--- src/brca_pkg.sv ---
// Shared types, codes and the CRC byte update for the block receive core.
package brca_pkg;

    // Longest file name, in nonzero bytes, before lengths are expected
    localparam int NAME_MAX_BYTES = 512;
    localparam int NAME_CNT_W     = 10;

    localparam logic [15:0] CRC_POLY = 16'h1021;

    // Configuration port
    localparam int CFG_IDX_W  = 3;
    localparam int CFG_DATA_W = 16;

    typedef enum logic [CFG_IDX_W-1:0] {
        REG_CRC_SEED      = 3'd0,
        REG_CRC_FINAL_XOR = 3'd1,
        REG_ACK_CODE      = 3'd2,
        REG_NAK_CODE      = 3'd3,
        REG_START_COMMAND = 3'd4
    } cfg_reg_t;

    localparam logic [15:0] CRC_SEED_RST      = 16'hFFFF;
    localparam logic [15:0] CRC_FINAL_XOR_RST = 16'h0000;
    localparam logic [7:0]  ACK_CODE_RST      = 8'h06;
    localparam logic [7:0]  NAK_CODE_RST      = 8'h15;
    localparam logic [7:0]  START_COMMAND_RST = 8'h02;

    typedef struct packed {
        logic [15:0] crc_seed;
        logic [15:0] crc_final_xor;
        logic [7:0]  ack_code;
        logic [7:0]  nak_code;
        logic [7:0]  start_command;
    } cfg_t;

    // Receive phase
    typedef enum logic [2:0] {
        PH_IDLE   = 3'd0,
        PH_NAME   = 3'd1,
        PH_LEN_HI = 3'd2,
        PH_LEN_LO = 3'd3,
        PH_DATA   = 3'd4,
        PH_CRC_HI = 3'd5,
        PH_CRC_LO = 3'd6
    } phase_t;

    // Output codes
    localparam logic [1:0] REPLY_NONE = 2'd0;
    localparam logic [1:0] REPLY_ACK  = 2'd1;
    localparam logic [1:0] REPLY_NAK  = 2'd2;

    localparam logic [1:0] PAY_NONE = 2'd0;
    localparam logic [1:0] PAY_NAME = 2'd1;
    localparam logic [1:0] PAY_DATA = 2'd2;

    localparam logic [1:0] STAT_NONE     = 2'd0;
    localparam logic [1:0] STAT_GOOD     = 2'd1;
    localparam logic [1:0] STAT_BAD      = 2'd2;
    localparam logic [1:0] STAT_FILE_END = 2'd3;

    // One result item
    typedef struct packed {
        logic [15:0] computed_crc;
        logic [15:0] received_crc;
        logic [15:0] block_length;
        logic [7:0]  retry_number;
        logic [15:0] block_number;
        logic [1:0]  block_status;
        logic [7:0]  payload_byte;
        logic [1:0]  payload_kind;
        logic [1:0]  reply_kind;
    } res_t;

    localparam int TDATA_W = 88;

    // CRC-CCITT, MSB first, one byte
    function automatic logic [15:0] crc_byte(input logic [15:0] crc, input logic [7:0] b);
        logic [15:0] c;
        c = crc ^ {b, 8'h00};
        for (int i = 0; i < 8; i++) begin
            if (c[15]) begin
                c = {c[14:0], 1'b0} ^ CRC_POLY;
            end else begin
                c = {c[14:0], 1'b0};
            end
        end
        return c;
    endfunction

endpackage

--- src/brca_cfg.sv ---
// Configuration register file for the block receive core.
module brca_cfg (
    input  logic                              aclk,
    input  logic                              aresetn,
    input  logic                              cfg_valid,
    output logic                              cfg_ready,
    input  logic [brca_pkg::CFG_IDX_W-1:0]    cfg_index,
    input  logic [brca_pkg::CFG_DATA_W-1:0]   cfg_data,
    output brca_pkg::cfg_t                    cfg
);
    import brca_pkg::*;

    cfg_t cfg_reg;
    cfg_t cfg_next;

    assign cfg_ready = 1'b1;
    assign cfg      = cfg_reg;

    // Decode the write; unknown indexes are dropped
    always_comb begin
        cfg_next = cfg_reg;
        if (cfg_valid) begin
            unique case (cfg_reg_t'(cfg_index))
                REG_CRC_SEED:      cfg_next.crc_seed      = cfg_data;
                REG_CRC_FINAL_XOR: cfg_next.crc_final_xor = cfg_data;
                REG_ACK_CODE:      cfg_next.ack_code      = cfg_data[7:0];
                REG_NAK_CODE:      cfg_next.nak_code      = cfg_data[7:0];
                REG_START_COMMAND: cfg_next.start_command = cfg_data[7:0];
                default: ;
            endcase
        end
    end

    always_ff @(posedge aclk) begin
        if (!aresetn) begin
            cfg_reg.crc_seed      <= CRC_SEED_RST;
            cfg_reg.crc_final_xor <= CRC_FINAL_XOR_RST;
            cfg_reg.ack_code      <= ACK_CODE_RST;
            cfg_reg.nak_code      <= NAK_CODE_RST;
            cfg_reg.start_command <= START_COMMAND_RST;
        end else begin
            cfg_reg <= cfg_next;
        end
    end

endmodule

--- src/brca_fsm.sv ---
// Receive protocol state and per-byte result logic.
module brca_fsm (
    input  logic           aclk,
    input  logic           aresetn,
    input  brca_pkg::cfg_t cfg,
    input  logic           in_take,
    input  logic [7:0]     rx_byte,
    output brca_pkg::res_t res
);
    import brca_pkg::*;

    phase_t                phase_reg,     phase_next;
    logic [15:0]           crc_reg,       crc_next;
    logic [15:0]           bytes_seen_reg, bytes_seen_next;
    logic [15:0]           length_reg,    length_next;
    logic [7:0]            high_hold_reg, high_hold_next;
    logic [NAME_CNT_W-1:0] name_cnt_reg,  name_cnt_next;
    logic [15:0]           block_cnt_reg, block_cnt_next;
    logic [7:0]            retry_cnt_reg, retry_cnt_next;

    logic                  name_full;
    logic [15:0]           len_word;
    logic [15:0]           crc_word;
    logic [15:0]           crc_final;
    logic [15:0]           seen_inc;

    assign name_full = ({1'b0, name_cnt_reg} + {{NAME_CNT_W{1'b0}}, 1'b1})
                       >= (NAME_CNT_W+1)'(NAME_MAX_BYTES);
    assign len_word  = {high_hold_reg, rx_byte};
    assign crc_word  = {high_hold_reg, rx_byte};
    assign crc_final = crc_reg ^ cfg.crc_final_xor;
    assign seen_inc  = bytes_seen_reg + 16'd1;

    // Next phase
    always_comb begin
        phase_next = phase_reg;
        unique case (phase_reg)
            PH_IDLE:   if (rx_byte == cfg.start_command) phase_next = PH_NAME;
            PH_NAME:   if (rx_byte == 8'd0 || name_full) phase_next = PH_LEN_HI;
            PH_LEN_HI: phase_next = PH_LEN_LO;
            PH_LEN_LO: phase_next = (len_word == 16'd0) ? PH_IDLE : PH_DATA;
            PH_DATA:   if (seen_inc >= length_reg) phase_next = PH_CRC_HI;
            PH_CRC_HI: phase_next = PH_CRC_LO;
            PH_CRC_LO: phase_next = PH_LEN_HI;
            default:   phase_next = PH_IDLE;
        endcase
    end

    // Counters, holds and the result item
    always_comb begin
        crc_next        = crc_reg;
        bytes_seen_next = bytes_seen_reg;
        length_next     = length_reg;
        high_hold_next  = high_hold_reg;
        name_cnt_next   = name_cnt_reg;
        block_cnt_next  = block_cnt_reg;
        retry_cnt_next  = retry_cnt_reg;
        res             = '0;
        unique case (phase_reg)
            PH_IDLE: begin
                if (rx_byte == cfg.start_command) begin
                    res.reply_kind = REPLY_ACK;
                    name_cnt_next  = '0;
                    block_cnt_next = '0;
                    retry_cnt_next = '0;
                    length_next    = '0;
                end
            end
            PH_NAME: begin
                res.reply_kind = REPLY_ACK;
                if (rx_byte != 8'd0) begin
                    res.payload_kind = PAY_NAME;
                    res.payload_byte = rx_byte;
                    name_cnt_next    = name_full ? '0 : name_cnt_reg + 1'b1;
                end
            end
            PH_LEN_HI: begin
                res.reply_kind = REPLY_ACK;
                high_hold_next = rx_byte;
            end
            PH_LEN_LO: begin
                res.reply_kind = REPLY_ACK;
                length_next    = len_word;
                if (len_word == 16'd0) begin
                    res.block_status = STAT_FILE_END;
                end else begin
                    if (retry_cnt_reg == 8'd0) block_cnt_next = block_cnt_reg + 16'd1;
                    crc_next        = cfg.crc_seed;
                    bytes_seen_next = '0;
                end
            end
            PH_DATA: begin
                res.reply_kind   = REPLY_ACK;
                res.payload_kind = PAY_DATA;
                res.payload_byte = rx_byte;
                crc_next         = crc_byte(crc_reg, rx_byte);
                bytes_seen_next  = seen_inc;
            end
            PH_CRC_HI: begin
                res.reply_kind = REPLY_ACK;
                high_hold_next = rx_byte;
            end
            PH_CRC_LO: begin
                res.received_crc = crc_word;
                res.computed_crc = crc_final;
                if (crc_word == crc_final) begin
                    res.reply_kind   = REPLY_ACK;
                    res.block_status = STAT_GOOD;
                    retry_cnt_next   = '0;
                end else begin
                    res.reply_kind   = REPLY_NAK;
                    res.block_status = STAT_BAD;
                    if (retry_cnt_reg != 8'hFF) retry_cnt_next = retry_cnt_reg + 8'd1;
                end
            end
            default: ;
        endcase
        res.block_number = block_cnt_next;
        res.retry_number = retry_cnt_next;
        res.block_length = length_next;
    end

    // Advance state on each taken item
    always_ff @(posedge aclk) begin
        if (!aresetn) begin
            phase_reg      <= PH_IDLE;
            crc_reg        <= '0;
            bytes_seen_reg <= '0;
            length_reg     <= '0;
            high_hold_reg  <= '0;
            name_cnt_reg   <= '0;
            block_cnt_reg  <= '0;
            retry_cnt_reg  <= '0;
        end else if (in_take) begin
            phase_reg      <= phase_next;
            crc_reg        <= crc_next;
            bytes_seen_reg <= bytes_seen_next;
            length_reg     <= length_next;
            high_hold_reg  <= high_hold_next;
            name_cnt_reg   <= name_cnt_next;
            block_cnt_reg  <= block_cnt_next;
            retry_cnt_reg  <= retry_cnt_next;
        end
    end

endmodule

--- src/brca_out.sv ---
// Output register stage: holds one result item until the sink takes it.
module brca_out (
    input  logic           aclk,
    input  logic           aresetn,
    input  logic           in_valid,
    output logic           in_ready,
    input  brca_pkg::res_t in_res,
    output logic           out_valid,
    input  logic           out_ready,
    output brca_pkg::res_t out_res
);
    import brca_pkg::*;

    logic valid_reg;
    res_t res_reg;

    // Take a new item when empty or when the held one leaves this cycle
    assign in_ready  = !valid_reg || out_ready;
    assign out_valid = valid_reg;
    assign out_res   = res_reg;

    always_ff @(posedge aclk) begin
        if (!aresetn) begin
            valid_reg <= 1'b0;
        end else if (in_ready) begin
            valid_reg <= in_valid;
        end
    end

    always_ff @(posedge aclk) begin
        if (in_ready && in_valid) begin
            res_reg <= in_res;
        end
    end

endmodule

--- src/block_receive_crc_ack_core.sv ---
// Top level of the block receive core: CRC-checked block reception with ACK/NAK.
//
//  channel   direction  handshake            payload
//  s_        in         s_tvalid / s_tready  rx_byte
//  m_        out        m_tvalid / m_tready  result item (tdata, tuser)
//  cfg_      in         cfg_valid/cfg_ready  cfg_index, cfg_data
//
// Each link byte's result is registered and shows in the cycle after acceptance.
// A new byte is taken every cycle while the output register is empty or drains.
// The phase, CRC and counters update together on each taken byte through a byte-wide CRC step.
// Reset (aresetn low, synchronous) returns to idle and loads the default codes.
// A stalled sink holds the result and, with it, s_tready.
module block_receive_crc_ack_core (
    input  logic                                 aclk,
    input  logic                                 aresetn,
    // rx_byte
    input  logic                                 s_tvalid,
    output logic                                 s_tready,
    input  logic [7:0]                           s_tdata,
    // reply_kind[1:0], payload_byte[9:2], block_status[11:10],
    // block_number[27:12], retry_number[35:28], block_length[51:36],
    // received_crc[67:52], computed_crc[83:68], zeros[87:84]
    output logic                                 m_tvalid,
    input  logic                                 m_tready,
    output logic [brca_pkg::TDATA_W-1:0]         m_tdata,
    // payload_kind[1:0]
    output logic [1:0]                           m_tuser,
    input  logic                                 cfg_valid,
    output logic                                 cfg_ready,
    input  logic [brca_pkg::CFG_IDX_W-1:0]       cfg_index,
    input  logic [brca_pkg::CFG_DATA_W-1:0]      cfg_data
);
    import brca_pkg::*;

    cfg_t cfg;
    res_t res_comb;
    res_t res_out;
    logic in_take;

    assign in_take = s_tvalid && s_tready;

    brca_cfg u_cfg (
        .aclk      (aclk),
        .aresetn   (aresetn),
        .cfg_valid (cfg_valid),
        .cfg_ready (cfg_ready),
        .cfg_index (cfg_index),
        .cfg_data  (cfg_data),
        .cfg       (cfg)
    );

    brca_fsm u_fsm (
        .aclk    (aclk),
        .aresetn (aresetn),
        .cfg     (cfg),
        .in_take (in_take),
        .rx_byte (s_tdata),
        .res     (res_comb)
    );

    brca_out u_out (
        .aclk      (aclk),
        .aresetn   (aresetn),
        .in_valid  (s_tvalid),
        .in_ready  (s_tready),
        .in_res    (res_comb),
        .out_valid (m_tvalid),
        .out_ready (m_tready),
        .out_res   (res_out)
    );

    // Pack the result item
    assign m_tdata = {4'd0,
                      res_out.computed_crc,
                      res_out.received_crc,
                      res_out.block_length,
                      res_out.retry_number,
                      res_out.block_number,
                      res_out.block_status,
                      res_out.payload_byte,
                      res_out.reply_kind};
    assign m_tuser = res_out.payload_kind;

endmodule
--- config.mk ---
export PLATFORM = sky130hd
export DESIGN_NAME = block_receive_crc_ack_core
export DESIGN_NICKNAME = d
export VERILOG_FILES = /design/src/brca_pkg.sv /design/src/brca_cfg.sv /design/src/brca_fsm.sv /design/src/brca_out.sv /design/src/block_receive_crc_ack_core.sv
export SDC_FILE = /design/constraint.sdc
export NUM_CORES = 1
export LEC_CHECK = 0
export BUFFER_PORTS_ARGS = -buffer_cell sky130_fd_sc_hd__clkbuf_2
export CELL_PAD_IN_SITES_DETAIL_PLACEMENT = 1
export CELL_PAD_IN_SITES_GLOBAL_PLACEMENT = 1
export CORE_MARGIN = 3
export CORE_UTILIZATION = 49
export DETAILED_ROUTE_END_ITERATION = 10
export PLACE_DENSITY_LB_ADDON = 0.25
export SETUP_SLACK_MARGIN = 0.2
export SLEW_MARGIN = 25
export SYNTH_ARGS = -nofsm -noshare
export SYNTH_HDL_FRONTEND = slang
export SYNTH_SLANG_ARGS = --single-unit
--- constraint.sdc ---
create_clock -name aclk -period 13.1 [get_ports aclk]
set_input_delay 2.62 -clock aclk [delete_from_list [all_inputs] [get_ports aclk]]
set_output_delay 2.62 -clock aclk [all_outputs]
set_load 0.05 [all_outputs]
# After elaboration in Yosys (flattened, before gate mapping)

Index checks and enable logic that the tools add are counted.

Output and inout port bits: 93
Bits in registers: 220
Bits of input ports: 32
Word-level logic and storage cells: 120

Bitwise logic cells: 10
Magnitude comparators: 2
$add $sub $neg: 5
Reductions and logical operators: 21
Equal/unequal tests: 16
Mux-type cells: 45

Operators with widths:

| operator                                                            | number |
|---|---|
| 2-to-1 mux 16 bit                                                   | 13 |
| case mux 16 bit (2 select lines)                                    | 4 |
| 2-to-1 mux 13 bit                                                   | 8 |
| 2-to-1 mux 10 bit                                                   | 4 |
| case mux 10 bit (2 select lines)                                    | 2 |
| adder 16 x 1 -> 16 bit, second input constant                       | 2 |
| bitwise XOR 16 bit                                                  | 2 |
| 2-to-1 mux 8 bit                                                    | 3 |
| inverter 3 bit                                                      | 8 |
| case mux 3 bit (7 select lines)                                     | 1 |
| == test 16 bit                                                      | 1 |
| greater-or-equal comparator 16 bit                                  | 1 |
| zero test 16 bit                                                    | 1 |
| zero test 8 bit                                                     | 2 |
| case mux 8 bit (2 select lines)                                     | 1 |
| == test 3 bit, second input constant                                | 4 |
| 2-to-1 mux 3 bit                                                    | 4 |
| adder 10 x 1 -> 11 bit, second input constant                       | 1 |
| greater-or-equal comparator 11 x 10 -> 1 bit, second input constant | 1 |
| adder 10 x 1 -> 10 bit, second input constant                       | 1 |
| adder 8 x 1 -> 8 bit, second input constant                         | 1 |
| == test 8 bit                                                       | 1 |
| != test 2 x 1 -> 1 bit, second input constant                       | 4 |
| != test 8 bit, second input constant                                | 1 |
| 18 further kinds                                                    | 28 |

# Logic depth before layout (Yosys ltp)

Gate-level depths: netlist of the first run.

Depth in word-level cells: 25
Mapped depth: 12
Gate-level depth less buffers: 12

# By module

From an unflattened synthesis of the first run, not the netlist that was laid out.

Cells, all modules: 1200
Area total of the unflattened synthesis: 11825.1 um^2

Modules (own cells, without submodules):

| module                     | cells an instance | area an instance (um^2) | instances | sequential area each (um^2) |
|---|---|---|---|---|
| brca_fsm                   | 879               | 6850.3                  | 1         | 1861.8 |
| brca_out                   | 91                | 2640.0                  | 1         | 2602.5 |
| brca_cfg                   | 224               | 2294.7                  | 1         | 1121.1 |
| block_receive_crc_ack_core | 6                 | 40.0                    | 1         | 0.0 |

# Least setup slack after synthesis of the first run

No wires, ideal clock.

Kind: input to register
From: in m_tready
To: reg u_out.res_reg, in the netlist u_out.out_res[0] (enable)
Setup slack: 6293 ps
Path buffers: 2
Setup time: 484 ps
Stages on the path: 5
Arrival time: 6323 ps
Data required time: 12616 ps
Path through: nand2b_1 -> nand2_1 -> inv_1 -> clkbuf_1 -> clkbuf_1

Word-level cells in the longest chain between the ends: 2

Ends and longest elaborated chain:

| element              | RTL line                         | text |
|---|---|---|
| start, declared      | block_receive_crc_ack_core.sv:24 | `input logic m_tready,` |
| logical OR 1 bit     | brca_out.sv:18                   | `assign in_ready = !valid_reg \|\| out_ready;` |
| logical AND 1 bit    | --                               |  |
| via in_take          | block_receive_crc_ack_core.sv:38 | `logic in_take;` |
| end signal, assigned | brca_out.sv:32                   | `res_reg <= in_res;` |
| end, declared        | brca_out.sv:15                   | `res_t res_reg;` |

The timed path passes the listed nets, and every way through them passes these cells.
A chain may end at the register's enable or synchronous reset.

# Final worst setup path of the first run

From: in m_tready
To: out s_tready

Word-level cells in the longest chain between the ends: 1

Ends and longest elaborated chain:

| element          | RTL line                         | text |
|---|---|---|
| logical OR 1 bit | brca_out.sv:18                   |  |
| end, declared    | block_receive_crc_ack_core.sv:18 | `output logic s_tready,` |

Every way passes these cells.

==> results of run 1 <==
cell type report:
class / count / area (um2) / share of cell area
timing repair buffer: 127 / 659.4 / 0.05404
multi-input combinational: 844 / 5112 / 0.4190
inverter: 33 / 126.4 / 0.01036
tap: 275 / 344.1 / 0.02820
clock inverter: 16 / 82.58 / 0.006768
clock buffer: 27 / 611.8 / 0.05014
sequential: 220 / 5265 / 0.4315
cells by family after synthesis:
logic type | after synthesis | synth area share
and+or+nand+nor | 483 | 0.2068
AOI/OAI and AO/OA | 238 | 0.1342
muxes | 15 | 0.01470
xor gates and xnor gates | 78 | 0.08406
DFF | 220 | 0.4872
adders and majority gates | 25 | 0.02895
buffers and inverters | 113 | 0.04342
other | 2 | 0.0006949
per-layer routing:
layer | up-vias | wire [um] | global-route usage
met5 | - | 0 | 0
li1 | 4255 | - | -
met3 | 77 | 2178 | 0.04785
met2 | 308 | 15610 | 0.4416
met4 | 0 | 962 | 0.08410
met1 | 4609 | 14340 | 0.3697
cells in the mapped netlist (3+ instances only):
master | count | share of area
xnor3_1 | 12 | 0.025
o21ai_0 | 46 | 0.021
nor2b_1 | 14 | 0.0081
xor3_1 | 4 | 0.0088
o22ai_1 | 5 | 0.0029
buf_1 | 5 | 0.0017
a22o_1 | 16 | 0.013
a31oi_1 | 5 | 0.0029
buf_2 | 9 | 0.0042
buf_4 | 5 | 0.0035
a21oi_1 | 95 | 0.044
and2_1 | 10 | 0.0058
nor4_1 | 6 | 0.0035
a22oi_1 | 10 | 0.0069
inv_1 | 32 | 0.011
a311oi_1 | 3 | 0.0024
edfxtp_1 | 86 | 0.24
a211oi_1 | 5 | 0.0035
and4_1 | 7 | 0.0057
o21ai_1 | 5 | 0.0023
o31ai_1 | 19 | 0.013
ha_1 | 25 | 0.029
a21o_1 | 8 | 0.0056
nand4b_1 | 3 | 0.0024
mux2i_1 | 11 | 0.010
and3_1 | 31 | 0.018
nand3_1 | 45 | 0.021
nand2_1 | 159 | 0.055
nor3_1 | 23 | 0.011
nand4_1 | 13 | 0.0075
xor2_1 | 25 | 0.020
o211ai_1 | 9 | 0.0063
clkbuf_1 | 59 | 0.020
nand2b_1 | 8 | 0.0046
xnor2_1 | 37 | 0.030
nor2_1 | 149 | 0.052
dfxtp_1 | 134 | 0.25
critical path, stage by stage:
cell and delay [ns]:
clkbuf_2 0.07, nand2b_1 0.14, clkbuf_2 0.29
power breakdown:
part | internal, mW | switching [mW]
Clock | 0.335 | 0.278
Sequential | 0.727 | 0.00781
Combinational | 0.0258 | 0.0962
path summary, 6_finish.rpt:
check / depth (start not counted) / to / slack (ns)
worst max-delay path: 3 / s_tready / 7.36
worst min register to register: 2 / u_cfg.cfg[5]$_SDFFE_PN0P_ / 0.47
worst max register to register: 8 / u_fsm.bytes_seen_reg[8]$_SDFFE_PN0P_ / 9.25
worst min-delay path: 2 / u_cfg.cfg[5]$_SDFFE_PN0P_ / 0.47
stage by stage:
stage | setup slack [ns] | hold slack (ns)
finish | 7.360 | 0.4735
global route | 7.163 | 0.4945
CTS | 7.350 | 0.4734
detailed placement | 7.024 | 0.4658
global placement | 7.161 | 0.4560
floorplan | 6.293 | 0.4406
==> run summary, run 1 <==
The total clock sinks came out at 220. Across every metal layer, demand over resource in global routing totals 0.2706. During placement, the flow inserted port buffers numbering 119. In this run, the number of DRC markers left after iteration 0 of detailed routing was 735. At the end of the flow, the number of nets in the layout was 1307. The number of gates resized after CTS was 0.

The starting density of the core is 0.5061. The first global-routing pass estimated 51760 um of wire. The CTS clock-pin slew for the worst setup and hold paths came out at 0.05 ns. The maximum number of pins on one net before global-route repair is 97. Each instance of the synthesized netlist takes up on average 9.205 um2. The weighted congestion reported at the end of routability-driven placement came out at 0.8320. Derived from the worst setup path, the maximum achievable clock frequency is 174.2 MHz. The mapped cell area is 0.01081 mm2.

The total power is 1.469 mW. The final instance area came out at 0.01220 mm2. After detailed routing, the number of vias per cell comes to 5.998.

For this run, the register share of the synthesized area comes to 0.4872. The routed layout has 9249 vias. The floorplan has 53 rows. The data arrival time of the critical path came out at 3.12 ns. The max-cap check violation count is 0.

The area of the die is 0.02387 mm2. The part of the cycle the worst path needs came out at 0.4381. The post-placement cell area came out at 0.01149 mm2. The number of setup buffers added after CTS came out at 0. The transition time of the tightest slew-check pin is 1.069 ns. The start point of the worst min-delay path is u_cfg.cfg[5]$_SDFFE_PN0P_. Setup repair after global routing left no endpoint under its margin. After filler insertion, the fill cell instance count of the layout stands at 2477.

The top-level I/O count came out at 125. The leakage component of the power came out at 4.933 nW. The number of hold-slack violations in the final timing report is 0. The Yosys step of the flow raised 0 warnings. The CTS root buffer is clkbuf_16.

The initial antenna violation count came out at 0. The clock latency of the later-clocked register in the worst-skew pair came out at 0.53 ns. At the end of the flow the core is filled with cells to 0.5714. The final wirelength came out at 33080 um.

The number of standard cells in the layout, taps in and fillers out came out at 1542. Before antenna repair, the detailed router went through 6 iterations. The total of hold buffers inserted after clock tree synthesis came out at 0. The number of pins exceeding their max-slew limit in the final report is 0. The worst min-delay path category is flip-flop to flip-flop. The number of routed nets with antenna violations came out at 0. The worst setup path is launched from an input pin.

The worst clock skew on the final layout is 0.02677 ns. The total overflow reported by the global router came out at 0. The power density over the cells is 120.4 mW/mm2.

The top cell types in the final layout, fill and taps aside, are nand2_1 (159), nor2_1 (149), dfxtp_1 (134). Leaving out fill and tap cells, the most frequent cell in the layout is nand2_1. The maximum ir drop on the vdd rail is 0.07796 mV. The worst-path maximum fanout is 3.

The maximum buffer depth of the clock tree is 3. The critical path is of the input pin to output pin type. The clock tree from TritonCTS is done.

The startpoint identified for the worst register-to-register timing path is u_fsm.phase_reg[0]$_SDFFE_PN0P_. Of the cells placed in the final design, the portion with a size suffix greater than 1 is 0.1397. The flow ran to the end, and the final reports show no timing, DRC or antenna violations. The total placed cells including tap cells came out at 1499. The final routed DRC violation total is 0. The core region area is 0.02135 mm2.

The critical path required time is 10.48 ns. The post-route minimum period came out at 5.740 ns. The number of enable-type register cells in the synthesized netlist is 86. In the synthesized netlist the dominant register cell turns out to be dfxtp_1.

The number of clock buffers inserted by TritonCTS came out at 24. The gate count of the mapped netlist came out at 1174. STA classifies the critical path endpoint as an output pin. The flip-flop and latch count after synthesis came out at 220. In this run the tightest slew margin relative to its limit is 0.2807. The register with the most flip-flops in the layout has 86 of them. The most critical setup path has its startpoint at m_tready. The sum of negative setup slack is 0 ns. Setup violations remaining at the end of the flow were counted as 0.

The number of global-route vias before repair is 9354. The maximum level of the CTS H-tree is 1. The fraction of synthesis flops using an asynchronous set or reset pin is 0. 0 antenna diodes ended up in the layout. The average routed wire per standard cell came out at 21.45 um. The detailed placer's ending HPWL came out at 22330 um.

The chip width came out at 154.5 um. In this run the vertical extent of the chip is 154.5 um. The area overhead of the layout relative to synthesis is 12.91%. The distinct cell type count after synthesis is 66.
Power figures use the tool's default switching activity.
==> inputs of run 2 (changes only) <==
--- a/config.mk
+++ b/config.mk
@@ -9,7 +9,7 @@
 export CELL_PAD_IN_SITES_DETAIL_PLACEMENT = 1
 export CELL_PAD_IN_SITES_GLOBAL_PLACEMENT = 1
 export CORE_MARGIN = 3
-export CORE_UTILIZATION = 49
+export CORE_UTILIZATION = 41
 export DETAILED_ROUTE_END_ITERATION = 10
 export PLACE_DENSITY_LB_ADDON = 0.25
 export SETUP_SLACK_MARGIN = 0.2
==> constraint.sdc (replaced) <==
create_clock -name aclk -period 5.2 [get_ports aclk]
set_input_delay 1.04 -clock aclk [delete_from_list [all_inputs] [get_ports aclk]]
set_output_delay 1.04 -clock aclk [all_outputs]
set_load 0.05 [all_outputs]
==> run 2 against run 1 <==
Effect of this change:
- sequential power grew to 2.5 times the previous value
- worst hold slack got worse by 0.0024 ns
- clock skew rose by 0.0073 ns
- register-to-register slack lost 7.5 ns
- highest routed layer unchanged
- final cell count grew 4.1%
==> run summary, run 2 (synthesis gave the netlist of run 1 again) <==
The flow ran to the end, and the final reports show no timing, DRC or antenna violations. The end point of the critical path is u_fsm.phase_reg[2]$_SDFFE_PN0P_. The final wirelength is 33440 um (+1.1%).

The final core utilization is 0.4843 (-0.08715). The final antenna diode count came out at 0 (unchanged). The total number of vias is 9109 (-1.5%). The total clock sinks is 220 (unchanged). The count of TritonRoute iterations in the first routing pass is 5 (-1).

The power dissipated by switching net loads came out at 962.5 uW (+150%). The internal power summed over all cells came to 2.858 mW (+160%). The number of clock buffers inserted by TritonCTS came out at 25 (+4.2%). The number of setup buffers added after CTS came to 0 (unchanged). The maximum level of the CTS H-tree came out at 1 (unchanged). The wire length of the first global-routing pass is 52320 um (+1.1%). The area overhead of the layout relative to synthesis is 14.47%. The worst setup path startpoint is u_fsm.bytes_seen_reg[0]$_SDFFE_PN0P_. The final-layout fill cell count is 2979 (+20%).

The critical path required time is 5.57 ns (-4.91 ns). The detailed placer's ending HPWL is 23380 um (+4.7%). The worst clock skew on the final layout was 0.03406 ns (+0.007293 ns). STA classifies the critical path startpoint as a flip-flop. The maximum ir drop on the vdd rail came out at 0.1988 mV (+150%). The total placed cells including tap cells is 1561 (+4.1%). In the layout the commonest cells are nand2_1 (159), nor2_1 (149), dfxtp_1 (134). The met1 routing resource usage after global routing came out at 0.3211 (-0.04859). The total of hold buffers inserted after clock tree synthesis came out at 0 (unchanged). The maximum number of pins on one net before global-route repair is 97 (unchanged).

The sum of negative setup slack came out at 0 ns (unchanged). In this run the critical register-to-register path is launched from u_fsm.bytes_seen_reg[0]$_SDFFE_PN0P_. The clock group share of total power is 0.435 (+0.018). The leakage component of the power came to 4.990 nW (+1.1%). The number of flip-flops in the largest register came out at 86 (unchanged). The maximum buffer depth of the clock tree came to 3 (unchanged). The post-placement cell area was 0.01161 mm2 (+1.1%). The final count of negative-setup-slack endpoints came to 0 (unchanged). The endpoint identified for the worst register-to-register timing path is u_fsm.phase_reg[2]$_SDFFE_PN0P_. The number of global-route vias before repair was 9044 (-3.3%). The slowest stage cell on the critical path is o221ai_1. In the finished design, the share of the clock period the worst path needs comes to 0.6594. The post-cts repair resize count was 0 (unchanged). The number of pins exceeding their max-slew limit in the final report is 0 (unchanged). The number of standard cells in the layout, taps in and fillers out is 1605 (+4.1%). The final instance area is 0.01237 mm2 (+1.4%).

The tightest min-delay check is of the flip-flop to flip-flop type. The final routed DRC violation total came out at 0 (unchanged). The largest stage delay on the critical path is 0.43 ns (+0.14 ns). The CTS clock-pin slew for the worst setup and hold paths came out at 0.06 ns (about the same). The share of total power in combinational logic came out at 0.081 (-0.002). The weighted congestion reported at the end of routability-driven placement was 0.8739 (+5.0%). CTS placed an instance of clkbuf_16 at the clock tree root. The area of the die was 0.02834 mm2 (+19%). The total overflow reported by the global router came out at 0 (unchanged). The clock latency of the later-clocked register in the worst-skew pair came out at 0.54 ns (about the same). The number of nets at the end of the flow is 1315 (+0.61%). The post-route minimum period is 3.429 ns. The max-cap check violation count is 0 (unchanged).

The transition time of the tightest slew-check pin came to 0.8994 ns (-0.1697 ns). The data arrival time of the critical path is 3.80 ns (+0.68 ns). The signal on the critical path passes through ha_1, and2_1, and4_1, and2_1, nand3_1, xnor2_1, ha_1, nor2b_1, o21ai_0, o211ai_1, o221ai_1, o21ai_0. Static timing analysis puts the maximum clock frequency at 291.6 MHz. The met2 layer usage reported by global route came to 0.3801 (-0.06145).

The starting density of the core was 0.4231 (-0.08304). TritonCTS built the clock tree. The number of routed nets with antenna violations came out at 0 (unchanged). The fraction of layout cells with a size suffix above 1 came out at 0.1427 (+0.003045). The worst setup slack for register-to-register paths is 1.77 ns (-7.48 ns). The total routing resource utilization after global routing was 0.2316 (-0.03899).

The initial antenna violation count came to 0 (unchanged). The global-route track usage on met3 came out at 0.03686 (-0.01098). The worst setup path is captured at a flip-flop.

The number of placement rows came out at 58 (+9.4%). The core region area is 0.02554 mm2 (+20%). The power density over the cells is 308.9 mW/mm2 (+160%). The worst reg2reg path depth came out at 12 (+4). The share of total power consumed by net switching is 0.2519 (-0.007916). The number of design-rule violations left by the first detailed-router iteration is 711 (-3.3%). The die height came out at 168.4 um (+9.0%). Leaving out fill and tap cells, the most frequent cell in the layout is nand2_1. The max-slew headroom at the worst pin was 0.3976 (+0.1169). The number of hold-slack violations in the final timing report was 0 (unchanged). The fraction of power consumed by sequential logic came out at 0.485 (-0.015).

Setup repair after global routing left no endpoint under its margin. The chip width came out at 168.4 um (+9.0%). The critical path start-end classification is flip-flop to flip-flop. The total power is 3.821 mW (+160%). The ratio of routed vias to standard cells is 5.675 (-5.4%). After global routing, the most crowded layer is met2. The average routed wire per standard cell was 20.84 um (-2.9%). The top-level I/O count came out at 125 (unchanged). The total of buffers placed on input and output ports is 119 (unchanged). The worst-path maximum fanout is 5 (+2).
[run 2: cell types whose count changed in the layout (fill, tap and decap cells not counted), sizes merged]
cell	change
buf	+7
inv	+2
clkinv	-13
clkbuf	+12
[run 2: worst min-delay path by stage]
stage,startpoint,to,slack (ns),depth (start not counted)
final,u_cfg.cfg[48]$_SDFFE_PN1P_,u_cfg.cfg[48]$_SDFFE_PN1P_,0.47,2
after global routing,u_cfg.cfg[50]$_SDFFE_PN1P_,u_cfg.cfg[50]$_SDFFE_PN1P_,0.50,2
after CTS,u_cfg.cfg[48]$_SDFFE_PN1P_,u_cfg.cfg[48]$_SDFFE_PN1P_,0.48,2
after detailed placement,u_cfg.cfg[48]$_SDFFE_PN1P_,u_cfg.cfg[48]$_SDFFE_PN1P_,0.46,2
after global placement,u_cfg.cfg[43]$_SDFFE_PN1P_,u_cfg.cfg[43]$_SDFFE_PN1P_,0.45,2
after floorplan,u_cfg.cfg[49]$_SDFFE_PN1P_,u_cfg.cfg[49]$_SDFFE_PN1P_,0.44,2
[run 2: metal layers]
metal  up-vias  wire length, um
li1       4272                -
met1      4542            14950
met2       232            15760
met3        63             1916
met4         0              818
met5         -                0
[run 2: final cells by class]
cell class | count | area [um2] | share of cell area
multi-input combinational | 844 | 5092 | 0.4117
sequential | 220 | 5265 | 0.4256
clock inverter | 5 | 32.53 | 0.002630
inverter | 33 | 126.4 | 0.01022
clock buffer | 39 | 729.5 | 0.05897
tap | 330 | 412.9 | 0.03338
timing repair buffer | 134 | 711.9 | 0.05755
[run 2: worst max-delay path, delay by kind of cell, from the launching register on]
family | cells | cell delay (ns)
and+or+nand+nor | 5 | 1.05
AOI/OAI and AO/OA | 4 | 0.95
adders and majority gates | 2 | 0.56
DFF | 1 | 0.41
xor gates and xnor gates | 1 | 0.29
[run 2: stage by stage]
stage               hold slack [ns]  setup WS, ns
floorplan                    0.4406         1.339
global placement             0.4528         1.619
detailed placement           0.4616         1.546
CTS                          0.4775         1.810
global route                 0.5003         1.490
finish                       0.4711         1.771
[run 2: power by group through the flow]
| stage | clock, mW | sequential (mW) | combinational, mW |
|---|---|---|---|
| 2_1_floorplan | 0 | 2.00 | 0.111 |
| 3_3_place_gp | 0 | 1.89 | 0.303 |
| 3_5_place_dp | 0 | 1.89 | 0.307 |
| 4_1_cts | 1.69 | 1.85 | 0.310 |
| 5_1_grt | 1.78 | 1.85 | 0.325 |
| 6_report | 1.66 | 1.85 | 0.308 |
